**config.mk**
```make
export PLATFORM = sky130hd
export DESIGN_NAME = missing_tooth_crank_decoder_unit_flat
export DESIGN_NICKNAME = d
export VERILOG_FILES = /design/src/rtl/mtcd_pkg.sv /design/src/rtl/mtcd_ifs.sv /design/src/rtl/missing_tooth_crank_decoder_unit.sv /design/src/rtl/mtcd_front.sv /design/src/rtl/mtcd_queue.sv /design/src/rtl/mtcd_back.sv /design/src/flat_wrapper.sv
export SDC_FILE = /design/constraint.sdc
export NUM_CORES = 2
export LEC_CHECK = 0
export ABC_AREA = 1
export BUFFER_PORTS_ARGS = -buffer_cell sky130_fd_sc_hd__buf_2
export CORE_UTILIZATION = 65
export DETAILED_ROUTE_END_ITERATION = 7
export PLACE_DENSITY_LB_ADDON = 0.3
export SYNTH_ARGS = -nofsm -noshare
export SYNTH_HDL_FRONTEND = slang
export SYNTH_SLANG_ARGS = --single-unit
```
**constraint.sdc**
```tcl
create_clock -name i_clk -period 44.6 [get_ports i_clk]
set_input_delay 13.38 -clock i_clk [delete_from_list [all_inputs] [get_ports i_clk]]
set_output_delay 13.38 -clock i_clk [all_outputs]
set_load 0.1 [all_outputs]
```
**src/rtl/mtcd_pkg.sv**
```systemverilog
// Package for the missing-tooth crank decoder: constants, codes and shared types.
`default_nettype none
package mtcd_pkg;

    // Parameter defaults
    localparam int TIME_BITS_DEF  = 32;
    localparam int TOOTH_BITS_DEF = 8;

    // Fixed field widths
    localparam int CFG_IDX_BITS  = 1;
    localparam int CFG_DATA_BITS = 32;
    localparam int TIMEOUT_BITS  = 32;
    localparam int ALPHA_BITS    = 9;
    localparam int COUNT_BITS    = 32;
    localparam int SPEED_BITS    = 20;
    localparam int DIV_CNT_BITS  = $clog2(SPEED_BITS);

    // Speed numerator: one second in microseconds
    localparam logic [SPEED_BITS-1:0] SPEED_NUM = 20'd1000000;

    // Register reset values
    localparam logic [TIMEOUT_BITS-1:0] STALL_TIMEOUT_RST = 32'd200000;
    localparam logic [ALPHA_BITS-1:0]   FILTER_ALPHA_RST  = 9'd102;
    localparam logic [ALPHA_BITS-1:0]   ALPHA_ONE         = 9'd256;

    // Configuration register indexes
    localparam logic [CFG_IDX_BITS-1:0] CFG_STALL_TIMEOUT = 1'd0;
    localparam logic [CFG_IDX_BITS-1:0] CFG_FILTER_ALPHA  = 1'd1;

    // Item actions
    localparam logic ACT_EDGE = 1'b0;
    localparam logic ACT_POLL = 1'b1;

    // Queue between front and back
    localparam int QUEUE_DEPTH = 2;

    typedef struct packed {
        logic full;
        logic empty;
    } t_q_stat;

    typedef enum logic [2:0] {
        S_IDLE,
        S_CMP,
        S_DIFF,
        S_MUL,
        S_FILT,
        S_POLL,
        S_DIV,
        S_DONE
    } t_back_state;

endpackage
`default_nettype wire

```
**src/rtl/mtcd_ifs.sv**
```systemverilog
// Handshake interfaces for the item, result and configuration channels.
`default_nettype none
interface mtcd_in_if #(
    parameter int TIME_BITS = mtcd_pkg::TIME_BITS_DEF
);
    logic                 valid;
    logic                 ready;
    logic                 action;
    logic [TIME_BITS-1:0] timestamp_us;

    modport source (output valid, action, timestamp_us, input ready);
    modport sink   (input valid, action, timestamp_us, output ready);
endinterface

interface mtcd_out_if #(
    parameter int TIME_BITS  = mtcd_pkg::TIME_BITS_DEF,
    parameter int TOOTH_BITS = mtcd_pkg::TOOTH_BITS_DEF
);
    logic                             valid;
    logic                             ready;
    logic [TOOTH_BITS-1:0]            tooth_index;
    logic [mtcd_pkg::COUNT_BITS-1:0]  cylinder_events;
    logic [TIME_BITS-1:0]             tooth_period_us;
    logic [TIME_BITS-1:0]             filtered_period_us;
    logic [TIME_BITS-1:0]             gap_period_us;
    logic                             gap_seen;
    logic [mtcd_pkg::SPEED_BITS-1:0]  speed_value;

    modport source (output valid, tooth_index, cylinder_events, tooth_period_us,
                    filtered_period_us, gap_period_us, gap_seen, speed_value,
                    input ready);
    modport sink   (input valid, tooth_index, cylinder_events, tooth_period_us,
                    filtered_period_us, gap_period_us, gap_seen, speed_value,
                    output ready);
endinterface

interface mtcd_cfg_if;
    logic                               valid;
    logic                               ready;
    logic [mtcd_pkg::CFG_IDX_BITS-1:0]  index;
    logic [mtcd_pkg::CFG_DATA_BITS-1:0] data;

    modport source (output valid, index, data, input ready);
    modport sink   (input valid, index, data, output ready);
endinterface
`default_nettype wire

```
**src/rtl/missing_tooth_crank_decoder_unit.sv**
```systemverilog
// Top level of the missing-tooth crank decoder.
//
//  channel   dir   handshake            payload
//  i_item    in    valid/ready          action, timestamp_us
//  o_result  out   valid/ready          tooth_index .. speed_value (7 fields)
//  i_cfg     in    valid/ready (ready=1) index, data
//
// Edge transaction steps in the back end: pop, gap compare, filter diff,
//   filter multiply, filter add, result load. Poll: pop, timeout check, the
//   restoring speed divide when it runs, result load.
// A 2-entry queue sits between front and back; the front keeps accepting
//   until the queue fills while the back works or the result register waits
//   on o_result.ready.
// Reset is synchronous, active low; tooth, gap, filter and speed state clears
//   to zero and the registers return to timeout 200000 us and alpha 102/256.
`default_nettype none
module missing_tooth_crank_decoder_unit #(
    parameter int TIME_BITS  = mtcd_pkg::TIME_BITS_DEF,
    parameter int TOOTH_BITS = mtcd_pkg::TOOTH_BITS_DEF
) (
    input  wire logic   i_clk,
    input  wire logic   i_rst_n,
    mtcd_in_if.sink     i_item,
    mtcd_out_if.source  o_result,
    mtcd_cfg_if.sink    i_cfg
);
    // configuration registers
    logic [mtcd_pkg::TIMEOUT_BITS-1:0] r_stall_timeout;
    logic [mtcd_pkg::ALPHA_BITS-1:0]   r_alpha;

    // queue plumbing
    mtcd_pkg::t_q_stat  q_stat;
    logic               q_push, q_pop;
    logic [TIME_BITS:0] q_in, q_out;

    assign i_cfg.ready = 1'b1;

    always_ff @(posedge i_clk) begin
        if (!i_rst_n) begin
            r_stall_timeout <= mtcd_pkg::STALL_TIMEOUT_RST;
            r_alpha         <= mtcd_pkg::FILTER_ALPHA_RST;
        end else if (i_cfg.valid) begin
            case (i_cfg.index)
                mtcd_pkg::CFG_STALL_TIMEOUT: r_stall_timeout <= i_cfg.data;
                mtcd_pkg::CFG_FILTER_ALPHA:
                    r_alpha <= i_cfg.data[mtcd_pkg::ALPHA_BITS-1:0];
                default: r_alpha <= r_alpha;
            endcase
        end
    end

    // front: period / elapsed time since the last edge
    mtcd_front #(
        .TIME_BITS(TIME_BITS)
    ) u_front (
        .i_clk          (i_clk),
        .i_rst_n        (i_rst_n),
        .i_valid        (i_item.valid),
        .o_ready        (i_item.ready),
        .i_action       (i_item.action),
        .i_timestamp_us (i_item.timestamp_us),
        .i_q_stat       (q_stat),
        .o_push         (q_push),
        .o_push_data    (q_in)
    );

    mtcd_queue #(
        .WIDTH(TIME_BITS + 1)
    ) u_queue (
        .i_clk   (i_clk),
        .i_rst_n (i_rst_n),
        .i_push  (q_push),
        .i_data  (q_in),
        .i_pop   (q_pop),
        .o_data  (q_out),
        .o_stat  (q_stat)
    );

    // back: tooth/gap state, filter, speed divide, result register
    mtcd_back #(
        .TIME_BITS  (TIME_BITS),
        .TOOTH_BITS (TOOTH_BITS)
    ) u_back (
        .i_clk                (i_clk),
        .i_rst_n              (i_rst_n),
        .i_q_stat             (q_stat),
        .i_q_data             (q_out),
        .o_pop                (q_pop),
        .i_stall_timeout      (r_stall_timeout),
        .i_alpha              (r_alpha),
        .o_valid              (o_result.valid),
        .i_ready              (o_result.ready),
        .o_tooth_index        (o_result.tooth_index),
        .o_cylinder_events    (o_result.cylinder_events),
        .o_tooth_period_us    (o_result.tooth_period_us),
        .o_filtered_period_us (o_result.filtered_period_us),
        .o_gap_period_us      (o_result.gap_period_us),
        .o_gap_seen           (o_result.gap_seen),
        .o_speed_value        (o_result.speed_value)
    );
endmodule
`default_nettype wire

```
**src/rtl/mtcd_front.sv**
```systemverilog
// Front end: accepts items, takes the elapsed time since the last edge.
`default_nettype none
module mtcd_front #(
    parameter int TIME_BITS = mtcd_pkg::TIME_BITS_DEF
) (
    input  wire logic                 i_clk,
    input  wire logic                 i_rst_n,
    input  wire logic                 i_valid,
    output logic                      o_ready,
    input  wire logic                 i_action,
    input  wire logic [TIME_BITS-1:0] i_timestamp_us,
    input  wire mtcd_pkg::t_q_stat    i_q_stat,
    output logic                      o_push,
    output logic [TIME_BITS:0]        o_push_data
);
    logic [TIME_BITS-1:0] r_edge_time;
    logic [TIME_BITS-1:0] n_edge_time;

    assign o_ready     = !i_q_stat.full;
    assign o_push      = i_valid && o_ready;
    // elapsed time wraps modulo 2^TIME_BITS
    assign o_push_data = {i_action, i_timestamp_us - r_edge_time};

    always_comb begin
        n_edge_time = r_edge_time;
        if (o_push && (i_action == mtcd_pkg::ACT_EDGE)) begin
            n_edge_time = i_timestamp_us;
        end
    end

    always_ff @(posedge i_clk) begin
        if (!i_rst_n) begin
            r_edge_time <= '0;
        end else begin
            r_edge_time <= n_edge_time;
        end
    end
endmodule
`default_nettype wire

```
**src/rtl/mtcd_queue.sv**
```systemverilog
// Small FIFO between the front end and the back end.
`default_nettype none
module mtcd_queue #(
    parameter int WIDTH = mtcd_pkg::TIME_BITS_DEF + 1
) (
    input  wire logic             i_clk,
    input  wire logic             i_rst_n,
    input  wire logic             i_push,
    input  wire logic [WIDTH-1:0] i_data,
    input  wire logic             i_pop,
    output logic [WIDTH-1:0]      o_data,
    output mtcd_pkg::t_q_stat     o_stat
);
    localparam int DEPTH  = mtcd_pkg::QUEUE_DEPTH;
    localparam int PTR_W  = (DEPTH > 1) ? $clog2(DEPTH) : 1;
    localparam int CNT_W  = $clog2(DEPTH + 1);
    localparam logic [PTR_W-1:0] LAST = PTR_W'(DEPTH - 1);

    logic [WIDTH-1:0] r_mem [DEPTH];
    logic [PTR_W-1:0] r_wr_ptr, r_rd_ptr;
    logic [CNT_W-1:0] r_count;
    logic             do_push, do_pop;

    assign o_stat.full  = (r_count == CNT_W'(DEPTH));
    assign o_stat.empty = (r_count == '0);
    assign do_push      = i_push && !o_stat.full;
    assign do_pop       = i_pop && !o_stat.empty;
    assign o_data       = r_mem[r_rd_ptr];

    always_ff @(posedge i_clk) begin
        if (do_push) begin
            r_mem[r_wr_ptr] <= i_data;
        end
    end

    always_ff @(posedge i_clk) begin
        if (!i_rst_n) begin
            r_wr_ptr <= '0;
            r_rd_ptr <= '0;
            r_count  <= '0;
        end else begin
            if (do_push) begin
                r_wr_ptr <= (r_wr_ptr == LAST) ? '0 : r_wr_ptr + 1'b1;
            end
            if (do_pop) begin
                r_rd_ptr <= (r_rd_ptr == LAST) ? '0 : r_rd_ptr + 1'b1;
            end
            if (do_push && !do_pop) begin
                r_count <= r_count + 1'b1;
            end else if (do_pop && !do_push) begin
                r_count <= r_count - 1'b1;
            end
        end
    end
endmodule
`default_nettype wire

```
**src/rtl/mtcd_back.sv**
```systemverilog
// Back end: gap test, tooth state, period filter, speed divider, result register.
`default_nettype none
module mtcd_back #(
    parameter int TIME_BITS  = mtcd_pkg::TIME_BITS_DEF,
    parameter int TOOTH_BITS = mtcd_pkg::TOOTH_BITS_DEF
) (
    input  wire logic                                i_clk,
    input  wire logic                                i_rst_n,
    input  wire mtcd_pkg::t_q_stat                   i_q_stat,
    input  wire logic [TIME_BITS:0]                  i_q_data,
    output logic                                     o_pop,
    input  wire logic [mtcd_pkg::TIMEOUT_BITS-1:0]   i_stall_timeout,
    input  wire logic [mtcd_pkg::ALPHA_BITS-1:0]     i_alpha,
    output logic                                     o_valid,
    input  wire logic                                i_ready,
    output logic [TOOTH_BITS-1:0]                    o_tooth_index,
    output logic [mtcd_pkg::COUNT_BITS-1:0]          o_cylinder_events,
    output logic [TIME_BITS-1:0]                     o_tooth_period_us,
    output logic [TIME_BITS-1:0]                     o_filtered_period_us,
    output logic [TIME_BITS-1:0]                     o_gap_period_us,
    output logic                                     o_gap_seen,
    output logic [mtcd_pkg::SPEED_BITS-1:0]          o_speed_value
);
    localparam int GW    = TIME_BITS + 3;
    localparam int CMP_W = (TIME_BITS > mtcd_pkg::TIMEOUT_BITS) ? TIME_BITS
                                                                : mtcd_pkg::TIMEOUT_BITS;
    localparam int SB    = mtcd_pkg::SPEED_BITS;
    localparam int DW    = (TIME_BITS > SB + 1) ? TIME_BITS : SB + 1;
    localparam int PW    = TIME_BITS + mtcd_pkg::ALPHA_BITS;
    localparam int CB    = mtcd_pkg::DIV_CNT_BITS;

    mtcd_pkg::t_back_state r_state, n_state;

    // architectural state
    logic [TIME_BITS-1:0]           r_prev_period, r_normal, r_gap_period, r_smooth;
    logic [TOOTH_BITS-1:0]          r_tooth;
    logic [mtcd_pkg::COUNT_BITS-1:0] r_gap_cnt;
    logic [SB-1:0]                  r_speed;

    // working registers
    logic                  r_act;
    logic [TIME_BITS-1:0]  r_delta;
    logic                  r_gap;
    logic                  r_up;
    logic [TIME_BITS-1:0]  r_diff;
    logic [TIME_BITS-1:0]  r_scaled;
    logic [SB-1:0]         r_rem, r_quo;
    logic [CB-1:0]         r_cnt;

    // output register
    logic                  r_out_valid;

    logic                  out_free, out_load;
    logic [GW-1:0]         lhs_5p, rhs_3d;
    logic                  is_gap;
    logic [mtcd_pkg::ALPHA_BITS-1:0] alpha_sat;
    logic [PW-1:0]         product;
    logic                  timed_out, speed_ok;
    logic [SB:0]           trial;
    logic                  trial_ge;
    logic [SB-1:0]         n_rem, n_quo;

    assign out_free = !r_out_valid || i_ready;

    // period >= floor(5*prev/3)  <=>  5*prev <= 3*period + 2
    assign lhs_5p = ({3'b000, r_prev_period} << 2) + {3'b000, r_prev_period};
    assign rhs_3d = ({3'b000, r_delta} << 1) + {3'b000, r_delta} + GW'(2);
    assign is_gap = (lhs_5p <= rhs_3d);

    assign alpha_sat = (i_alpha > mtcd_pkg::ALPHA_ONE) ? mtcd_pkg::ALPHA_ONE : i_alpha;
    assign product   = PW'(r_diff) * PW'(alpha_sat);

    assign timed_out = (CMP_W'(r_delta) > CMP_W'(i_stall_timeout));
    assign speed_ok  = (r_tooth > TOOTH_BITS'(2)) && (r_normal != '0);

    // restoring division, one quotient bit per cycle
    assign trial    = {r_rem, mtcd_pkg::SPEED_NUM[r_cnt]};
    assign trial_ge = (DW'(trial) >= DW'(r_normal));
    assign n_rem    = trial_ge ? SB'(DW'(trial) - DW'(r_normal)) : SB'(trial);
    assign n_quo    = {r_quo[SB-2:0], trial_ge};

    // next state
    always_comb begin
        n_state = r_state;
        case (r_state)
            mtcd_pkg::S_IDLE: begin
                if (!i_q_stat.empty) begin
                    n_state = (i_q_data[TIME_BITS] == mtcd_pkg::ACT_EDGE) ? mtcd_pkg::S_CMP
                                                                         : mtcd_pkg::S_POLL;
                end
            end
            mtcd_pkg::S_CMP:  n_state = mtcd_pkg::S_DIFF;
            mtcd_pkg::S_DIFF: n_state = mtcd_pkg::S_MUL;
            mtcd_pkg::S_MUL:  n_state = mtcd_pkg::S_FILT;
            mtcd_pkg::S_FILT: n_state = mtcd_pkg::S_DONE;
            mtcd_pkg::S_POLL: begin
                n_state = (!timed_out && speed_ok) ? mtcd_pkg::S_DIV : mtcd_pkg::S_DONE;
            end
            mtcd_pkg::S_DIV: begin
                if (r_cnt == '0) begin
                    n_state = mtcd_pkg::S_DONE;
                end
            end
            mtcd_pkg::S_DONE: begin
                if (out_free) begin
                    n_state = mtcd_pkg::S_IDLE;
                end
            end
            default: n_state = mtcd_pkg::S_IDLE;
        endcase
    end

    // control outputs
    always_comb begin
        o_pop    = 1'b0;
        out_load = 1'b0;
        case (r_state)
            mtcd_pkg::S_IDLE: o_pop    = !i_q_stat.empty;
            mtcd_pkg::S_DONE: out_load = out_free;
            default: begin
                o_pop    = 1'b0;
                out_load = 1'b0;
            end
        endcase
    end

    always_ff @(posedge i_clk) begin
        if (!i_rst_n) begin
            r_state       <= mtcd_pkg::S_IDLE;
            r_prev_period <= '0;
            r_normal      <= '0;
            r_gap_period  <= '0;
            r_smooth      <= '0;
            r_tooth       <= '0;
            r_gap_cnt     <= '0;
            r_speed       <= '0;
            r_out_valid   <= 1'b0;
        end else begin
            r_state <= n_state;
            if (out_load) begin
                r_out_valid <= 1'b1;
            end else if (i_ready) begin
                r_out_valid <= 1'b0;
            end
            case (r_state)
                mtcd_pkg::S_CMP: begin
                    if (is_gap) begin
                        r_tooth      <= TOOTH_BITS'(1);
                        r_gap_cnt    <= r_gap_cnt + 1'b1;
                        r_gap_period <= r_delta;
                    end else begin
                        r_tooth  <= r_tooth + 1'b1;
                        r_normal <= r_delta;
                    end
                    r_prev_period <= r_delta;
                end
                mtcd_pkg::S_FILT: begin
                    r_smooth <= r_up ? r_smooth + r_scaled : r_smooth - r_scaled;
                end
                mtcd_pkg::S_POLL: begin
                    if (timed_out) begin
                        r_speed <= '0;
                    end
                end
                mtcd_pkg::S_DIV: begin
                    if (r_cnt == '0) begin
                        r_speed <= n_quo;
                    end
                end
                default: begin
                    r_speed <= r_speed;
                end
            endcase
        end
    end

    // datapath registers without reset
    always_ff @(posedge i_clk) begin
        case (r_state)
            mtcd_pkg::S_IDLE: begin
                r_act   <= i_q_data[TIME_BITS];
                r_delta <= i_q_data[TIME_BITS-1:0];
                r_gap   <= 1'b0;
            end
            mtcd_pkg::S_CMP: r_gap <= is_gap;
            mtcd_pkg::S_DIFF: begin
                r_up   <= (r_normal >= r_smooth);
                r_diff <= (r_normal >= r_smooth) ? r_normal - r_smooth
                                                 : r_smooth - r_normal;
            end
            mtcd_pkg::S_MUL: r_scaled <= product[TIME_BITS+7:8];
            mtcd_pkg::S_POLL: begin
                r_rem <= '0;
                r_quo <= '0;
                r_cnt <= CB'(SB - 1);
            end
            mtcd_pkg::S_DIV: begin
                r_rem <= n_rem;
                r_quo <= n_quo;
                r_cnt <= r_cnt - 1'b1;
            end
            default: r_delta <= r_delta;
        endcase
        if (out_load) begin
            o_tooth_index        <= r_tooth;
            o_cylinder_events    <= r_gap_cnt;
            o_tooth_period_us    <= r_normal;
            o_filtered_period_us <= r_smooth;
            o_gap_period_us      <= r_gap_period;
            o_gap_seen           <= r_gap && (r_act == mtcd_pkg::ACT_EDGE);
            o_speed_value        <= r_speed;
        end
    end

    assign o_valid = r_out_valid;

    a_gap_sets_tooth_one: assert property (@(posedge i_clk) disable iff (!i_rst_n)
        (r_state == mtcd_pkg::S_CMP && is_gap) |=> (r_tooth == TOOTH_BITS'(1)))
        else $error("gap edge did not reset tooth index");

    a_div_nonzero: assert property (@(posedge i_clk) disable iff (!i_rst_n)
        (r_state == mtcd_pkg::S_DIV) |-> (r_normal != '0))
        else $error("speed divider running on zero period");

    a_pop_leaves_idle: assert property (@(posedge i_clk) disable iff (!i_rst_n)
        o_pop |=> (r_state != mtcd_pkg::S_IDLE))
        else $error("back end stayed idle after pop");

    a_load_gives_valid: assert property (@(posedge i_clk) disable iff (!i_rst_n)
        out_load |=> r_out_valid)
        else $error("result load lost");
endmodule
`default_nettype wire

```
**src/flat_wrapper.sv**
```systemverilog
// flat-port wrapper written by rule: the top's interface ports become plain ports
module missing_tooth_crank_decoder_unit_flat 
#(
    parameter int TIME_BITS  = mtcd_pkg::TIME_BITS_DEF,
    parameter int TOOTH_BITS = mtcd_pkg::TOOTH_BITS_DEF
)
  (i_clk, i_rst_n, i_item_valid, i_item_action, i_item_timestamp_us, i_item_ready, o_result_valid, o_result_tooth_index, o_result_cylinder_events, o_result_tooth_period_us, o_result_filtered_period_us, o_result_gap_period_us, o_result_gap_seen, o_result_speed_value, o_result_ready, i_cfg_valid, i_cfg_index, i_cfg_data, i_cfg_ready);
  mtcd_in_if #(.TIME_BITS(TIME_BITS)) i_item_i ();
  mtcd_out_if #(.TIME_BITS(TIME_BITS), .TOOTH_BITS(TOOTH_BITS)) o_result_i ();
  mtcd_cfg_if i_cfg_i ();
  input  wire logic i_clk;
  input  wire logic i_rst_n;
  input wire logic [$bits(i_item_i.valid)-1:0] i_item_valid;
  input wire logic [$bits(i_item_i.action)-1:0] i_item_action;
  input wire logic [$bits(i_item_i.timestamp_us)-1:0] i_item_timestamp_us;
  output wire logic [$bits(i_item_i.ready)-1:0] i_item_ready;
  output wire logic [$bits(o_result_i.valid)-1:0] o_result_valid;
  output wire logic [$bits(o_result_i.tooth_index)-1:0] o_result_tooth_index;
  output wire logic [$bits(o_result_i.cylinder_events)-1:0] o_result_cylinder_events;
  output wire logic [$bits(o_result_i.tooth_period_us)-1:0] o_result_tooth_period_us;
  output wire logic [$bits(o_result_i.filtered_period_us)-1:0] o_result_filtered_period_us;
  output wire logic [$bits(o_result_i.gap_period_us)-1:0] o_result_gap_period_us;
  output wire logic [$bits(o_result_i.gap_seen)-1:0] o_result_gap_seen;
  output wire logic [$bits(o_result_i.speed_value)-1:0] o_result_speed_value;
  input wire logic [$bits(o_result_i.ready)-1:0] o_result_ready;
  input wire logic [$bits(i_cfg_i.valid)-1:0] i_cfg_valid;
  input wire logic [$bits(i_cfg_i.index)-1:0] i_cfg_index;
  input wire logic [$bits(i_cfg_i.data)-1:0] i_cfg_data;
  output wire logic [$bits(i_cfg_i.ready)-1:0] i_cfg_ready;
  assign i_item_i.valid = i_item_valid;
  assign i_item_i.action = i_item_action;
  assign i_item_i.timestamp_us = i_item_timestamp_us;
  assign i_item_ready = i_item_i.ready;
  assign o_result_valid = o_result_i.valid;
  assign o_result_tooth_index = o_result_i.tooth_index;
  assign o_result_cylinder_events = o_result_i.cylinder_events;
  assign o_result_tooth_period_us = o_result_i.tooth_period_us;
  assign o_result_filtered_period_us = o_result_i.filtered_period_us;
  assign o_result_gap_period_us = o_result_i.gap_period_us;
  assign o_result_gap_seen = o_result_i.gap_seen;
  assign o_result_speed_value = o_result_i.speed_value;
  assign o_result_i.ready = o_result_ready;
  assign i_cfg_i.valid = i_cfg_valid;
  assign i_cfg_i.index = i_cfg_index;
  assign i_cfg_i.data = i_cfg_data;
  assign i_cfg_ready = i_cfg_i.ready;
  missing_tooth_crank_decoder_unit #(.TIME_BITS(TIME_BITS), .TOOTH_BITS(TOOTH_BITS)) u_core (.i_clk(i_clk), .i_rst_n(i_rst_n), .i_item(i_item_i), .o_result(o_result_i), .i_cfg(i_cfg_i));
endmodule
```
==> impl_metrics.toml <==
[grt]
track_usage_pct = 36.8
grt_max_degree = 84
overflow = 0
antenna_found_initial = 5
grt_pass1_vias = 37477
grt_pass1_wl_um = 203000

[setup_path]
critical_path_arrival_ns = 15.92
endpoint_kind = "flip-flop"
reg2reg_slack_ns = 37.75
critPathRequiredTime_ns = 44.97
crit_top_cell = "nand2_1"
critPathMaxFanout = 3
cp_top_family = "compound AO/OA/AOI/OAI gates"
critical_path_class = "input port to flip-flop"
cp_slowest_stage_delay_ns = 0.44
critPathBufInv = 2
cpMaxStageDelayCell = "o21ai_0"
startpoint_type = "input port"
cp_cell_sequence = "buf_2, inv_1, ha_1, fa_1, o21ai_0, nand2_1, nand2_1, nand2_1, nand2_1, a21oi_1, o21ai_0, a21boi_0, o21ai_0, xor2_1"

[synth]
avgSynthCellArea_sq_um = 8.12
async_flop_share_pct = 0
synth-seq-area-share_pct = 35.9
netlist_area_sq_mm = 0.0457
synth_top_family_by_area = "adder cells"
synthMuxAreaShare_pct = 0.835
ys_types = 60
synth-edff-count = 366
netlist_top_cells_count = "995 x inv_1, 927 x nand2_1, 758 x nor2_1, 448 x a21oi_1"
synthSimpleGateAreaFrac_pct = 18.1
synth_fa_ha_area_share_pct = 19.5
ys_top_cells_by_area = "edfxtp_1 24%, dfxtp_1 12%, ha_1 10%"
netlist_instances = 5631
synth_top_cell_by_area = "edfxtp_1"
yosysWarningCount = 0
ys_ff_latch = 637
yosysMostFrequentCell = "inv_1"
synth_fp_nets = 6284
synth_compound_area_share_pct = 12.1
synthXorXnorAreaFrac_pct = 4.04
ys.flop_type = "edfxtp_1"
synth_top_cell_area_share_pct = 24.0

[placement]
place_ws_ns = 28.46
io_buffers = 229
gp_congestion = 1.00
dp_hpwl_um = 101000

[detailed_routing]
first_pass_iters = 6
vias_per_cell = 5.73
top_layer_used = "met5"
num_vias = 39063
ant_nets = 0
route.detailed.drc = 0
drt-met1-wl_um = 55500
wl_met3_um = 12100
initialDrtViolationCount = 3857
wl_per_cell_um = 19.2
drt-total-wl_um = 131000
wl_met2_um = 57700

[finish]
final_nets = 6482
n_antenna_cell = 0
areaGrowthSynthToFinish_pct = 9.85
final_layout_size_suffix_gt1_share_pct = 7.78
multi_input_area_sq_mm = 0.0250
num-fill-cells = 5389
seq_area_sq_mm = 0.0164
largest_reg_flops = 66
top_register = "u_core.u_queue.r_mem"

[floorplan]
num_io_pins = 231
core_sq_mm = 0.0691
die_y_um = 267
rows = 96
start_util_pct = 66.2
fp.dieArea_sq_mm = 0.0714
die_w_um = 267

[timing]
setup_tns_ns = 0
setup_viol = 0
maxSlewHeadroom_pct = 12.5
setup_slack_ns = 29.04
timing.final.crit_share_pct = 34.9
fmax_ghz = 0.0643
worst_slew_pin_slew_ns = 1.30
finalHoldViolCount = 0
rsz0062_at_grt = "no"
clock-skew-final_ns = 0.0265
slew_viol_final = 0
fin_crit_ns = 15.56

[clocking]
clk_pin_slew_worst_paths_ns = 0.06
numCtsBuffers = 70
cts.sinks = 637
clk_latency_ns = 0.63
cts_root_buf = "clkbuf_16"
postCtsSetupBuffers = 0
clockBufferDepth = 3
cts_tree = "done"
hold_buffers = 0
htree_levels = 3
cts_resized = 0

[hold_path]
hold_path.class = "flip-flop to flip-flop"

[outcome]
outcome = "complete, no violations"

[run]
max_cap_violations = 0
## layer usage
| layer | vias to the layer above | GRT usage (%) |
|---|---|---|
| li1 | 18682 | - |
| met5 | - | 0 |
| met3 | 303 | 7.47 |
| met1 | 18386 | 50.1 |
| met4 | 10 | 15.3 |
| met2 | 1682 | 57.1 |
## stage by stage
| step | area (sq um) | utilization [%] | cells | hold WS (ns) |
|---|---|---|---|---|
| CTS | 50200 | 72.7 | 6818 | 0.425 |
| floorplan | 45700 | - | 5631 | 0.408 |
| finish | 50200 | 72.7 | 6818 | 0.425 |
| global placement | 47700 | 69.1 | 6688 | 0.410 |
| detailed placement | 47700 | 69.1 | 6688 | 0.415 |
| global route | 50200 | 72.7 | 6818 | 0.438 |
## cells by family after synthesis
family                   Yosys count
AO/OA/AOI/OAI                   1010
XOR/XNOR                         211
flip-flops                       637
other                              1
adder cells (fa/ha/maj)          582
buffers and inverters           1137
multiplexers                      34
AND/OR/NAND/NOR                 2019
## cell type report
cell class,instances,share of cell area (%)
Clock buffer,85,3.72
Clock inverter,45,1.27
Inverter,1001,7.48
Multi-Input combinational cell,3857,49.7
Sequential cell,637,32.7
Tap cell,931,2.32
Timing Repair Buffer,262,2.79
## final timing paths
check	startpoint	endpoint	depth (start not counted)
max	i_item_timestamp_us[0]	u_core.u_queue.r_mem[1][22]	14
max reg2reg	u_core.u_back.r_delta[2]	u_core.u_back.r_gap_period[6]	32
min	u_core.u_back.r_gap_period[25]	u_core.u_back.o_gap_period_us[25]	0
min reg2reg	u_core.u_back.r_gap_period[25]	u_core.u_back.o_gap_period_us[25]	0
## cell usage in the layout, fill, tap and decap left out, types with 13 or more instances in the layout
cell and instances:
a211oi_1 19, dfxtp_1 271, nor3_1 77, a21boi_0 13, buf_4 33, a21oi_1 448, nand4_1 66, xnor2_1 72
o21a_1 26, fa_1 216, edfxtp_1 366, o21ai_0 366, clkbuf_16 71, inv_1 994, nor2_1 755, xor2_1 139
ha_1 366, mux2_2 33, a21o_1 27, nand3_1 114, nor4_1 32, o211ai_1 22, nand3_2 18, nand2_1 925
o21bai_1 13, a31oi_1 24, buf_2 228
Power is not shown: default switching activity piles up to over one toggle a cycle in this logic, so the estimate is an artifact.
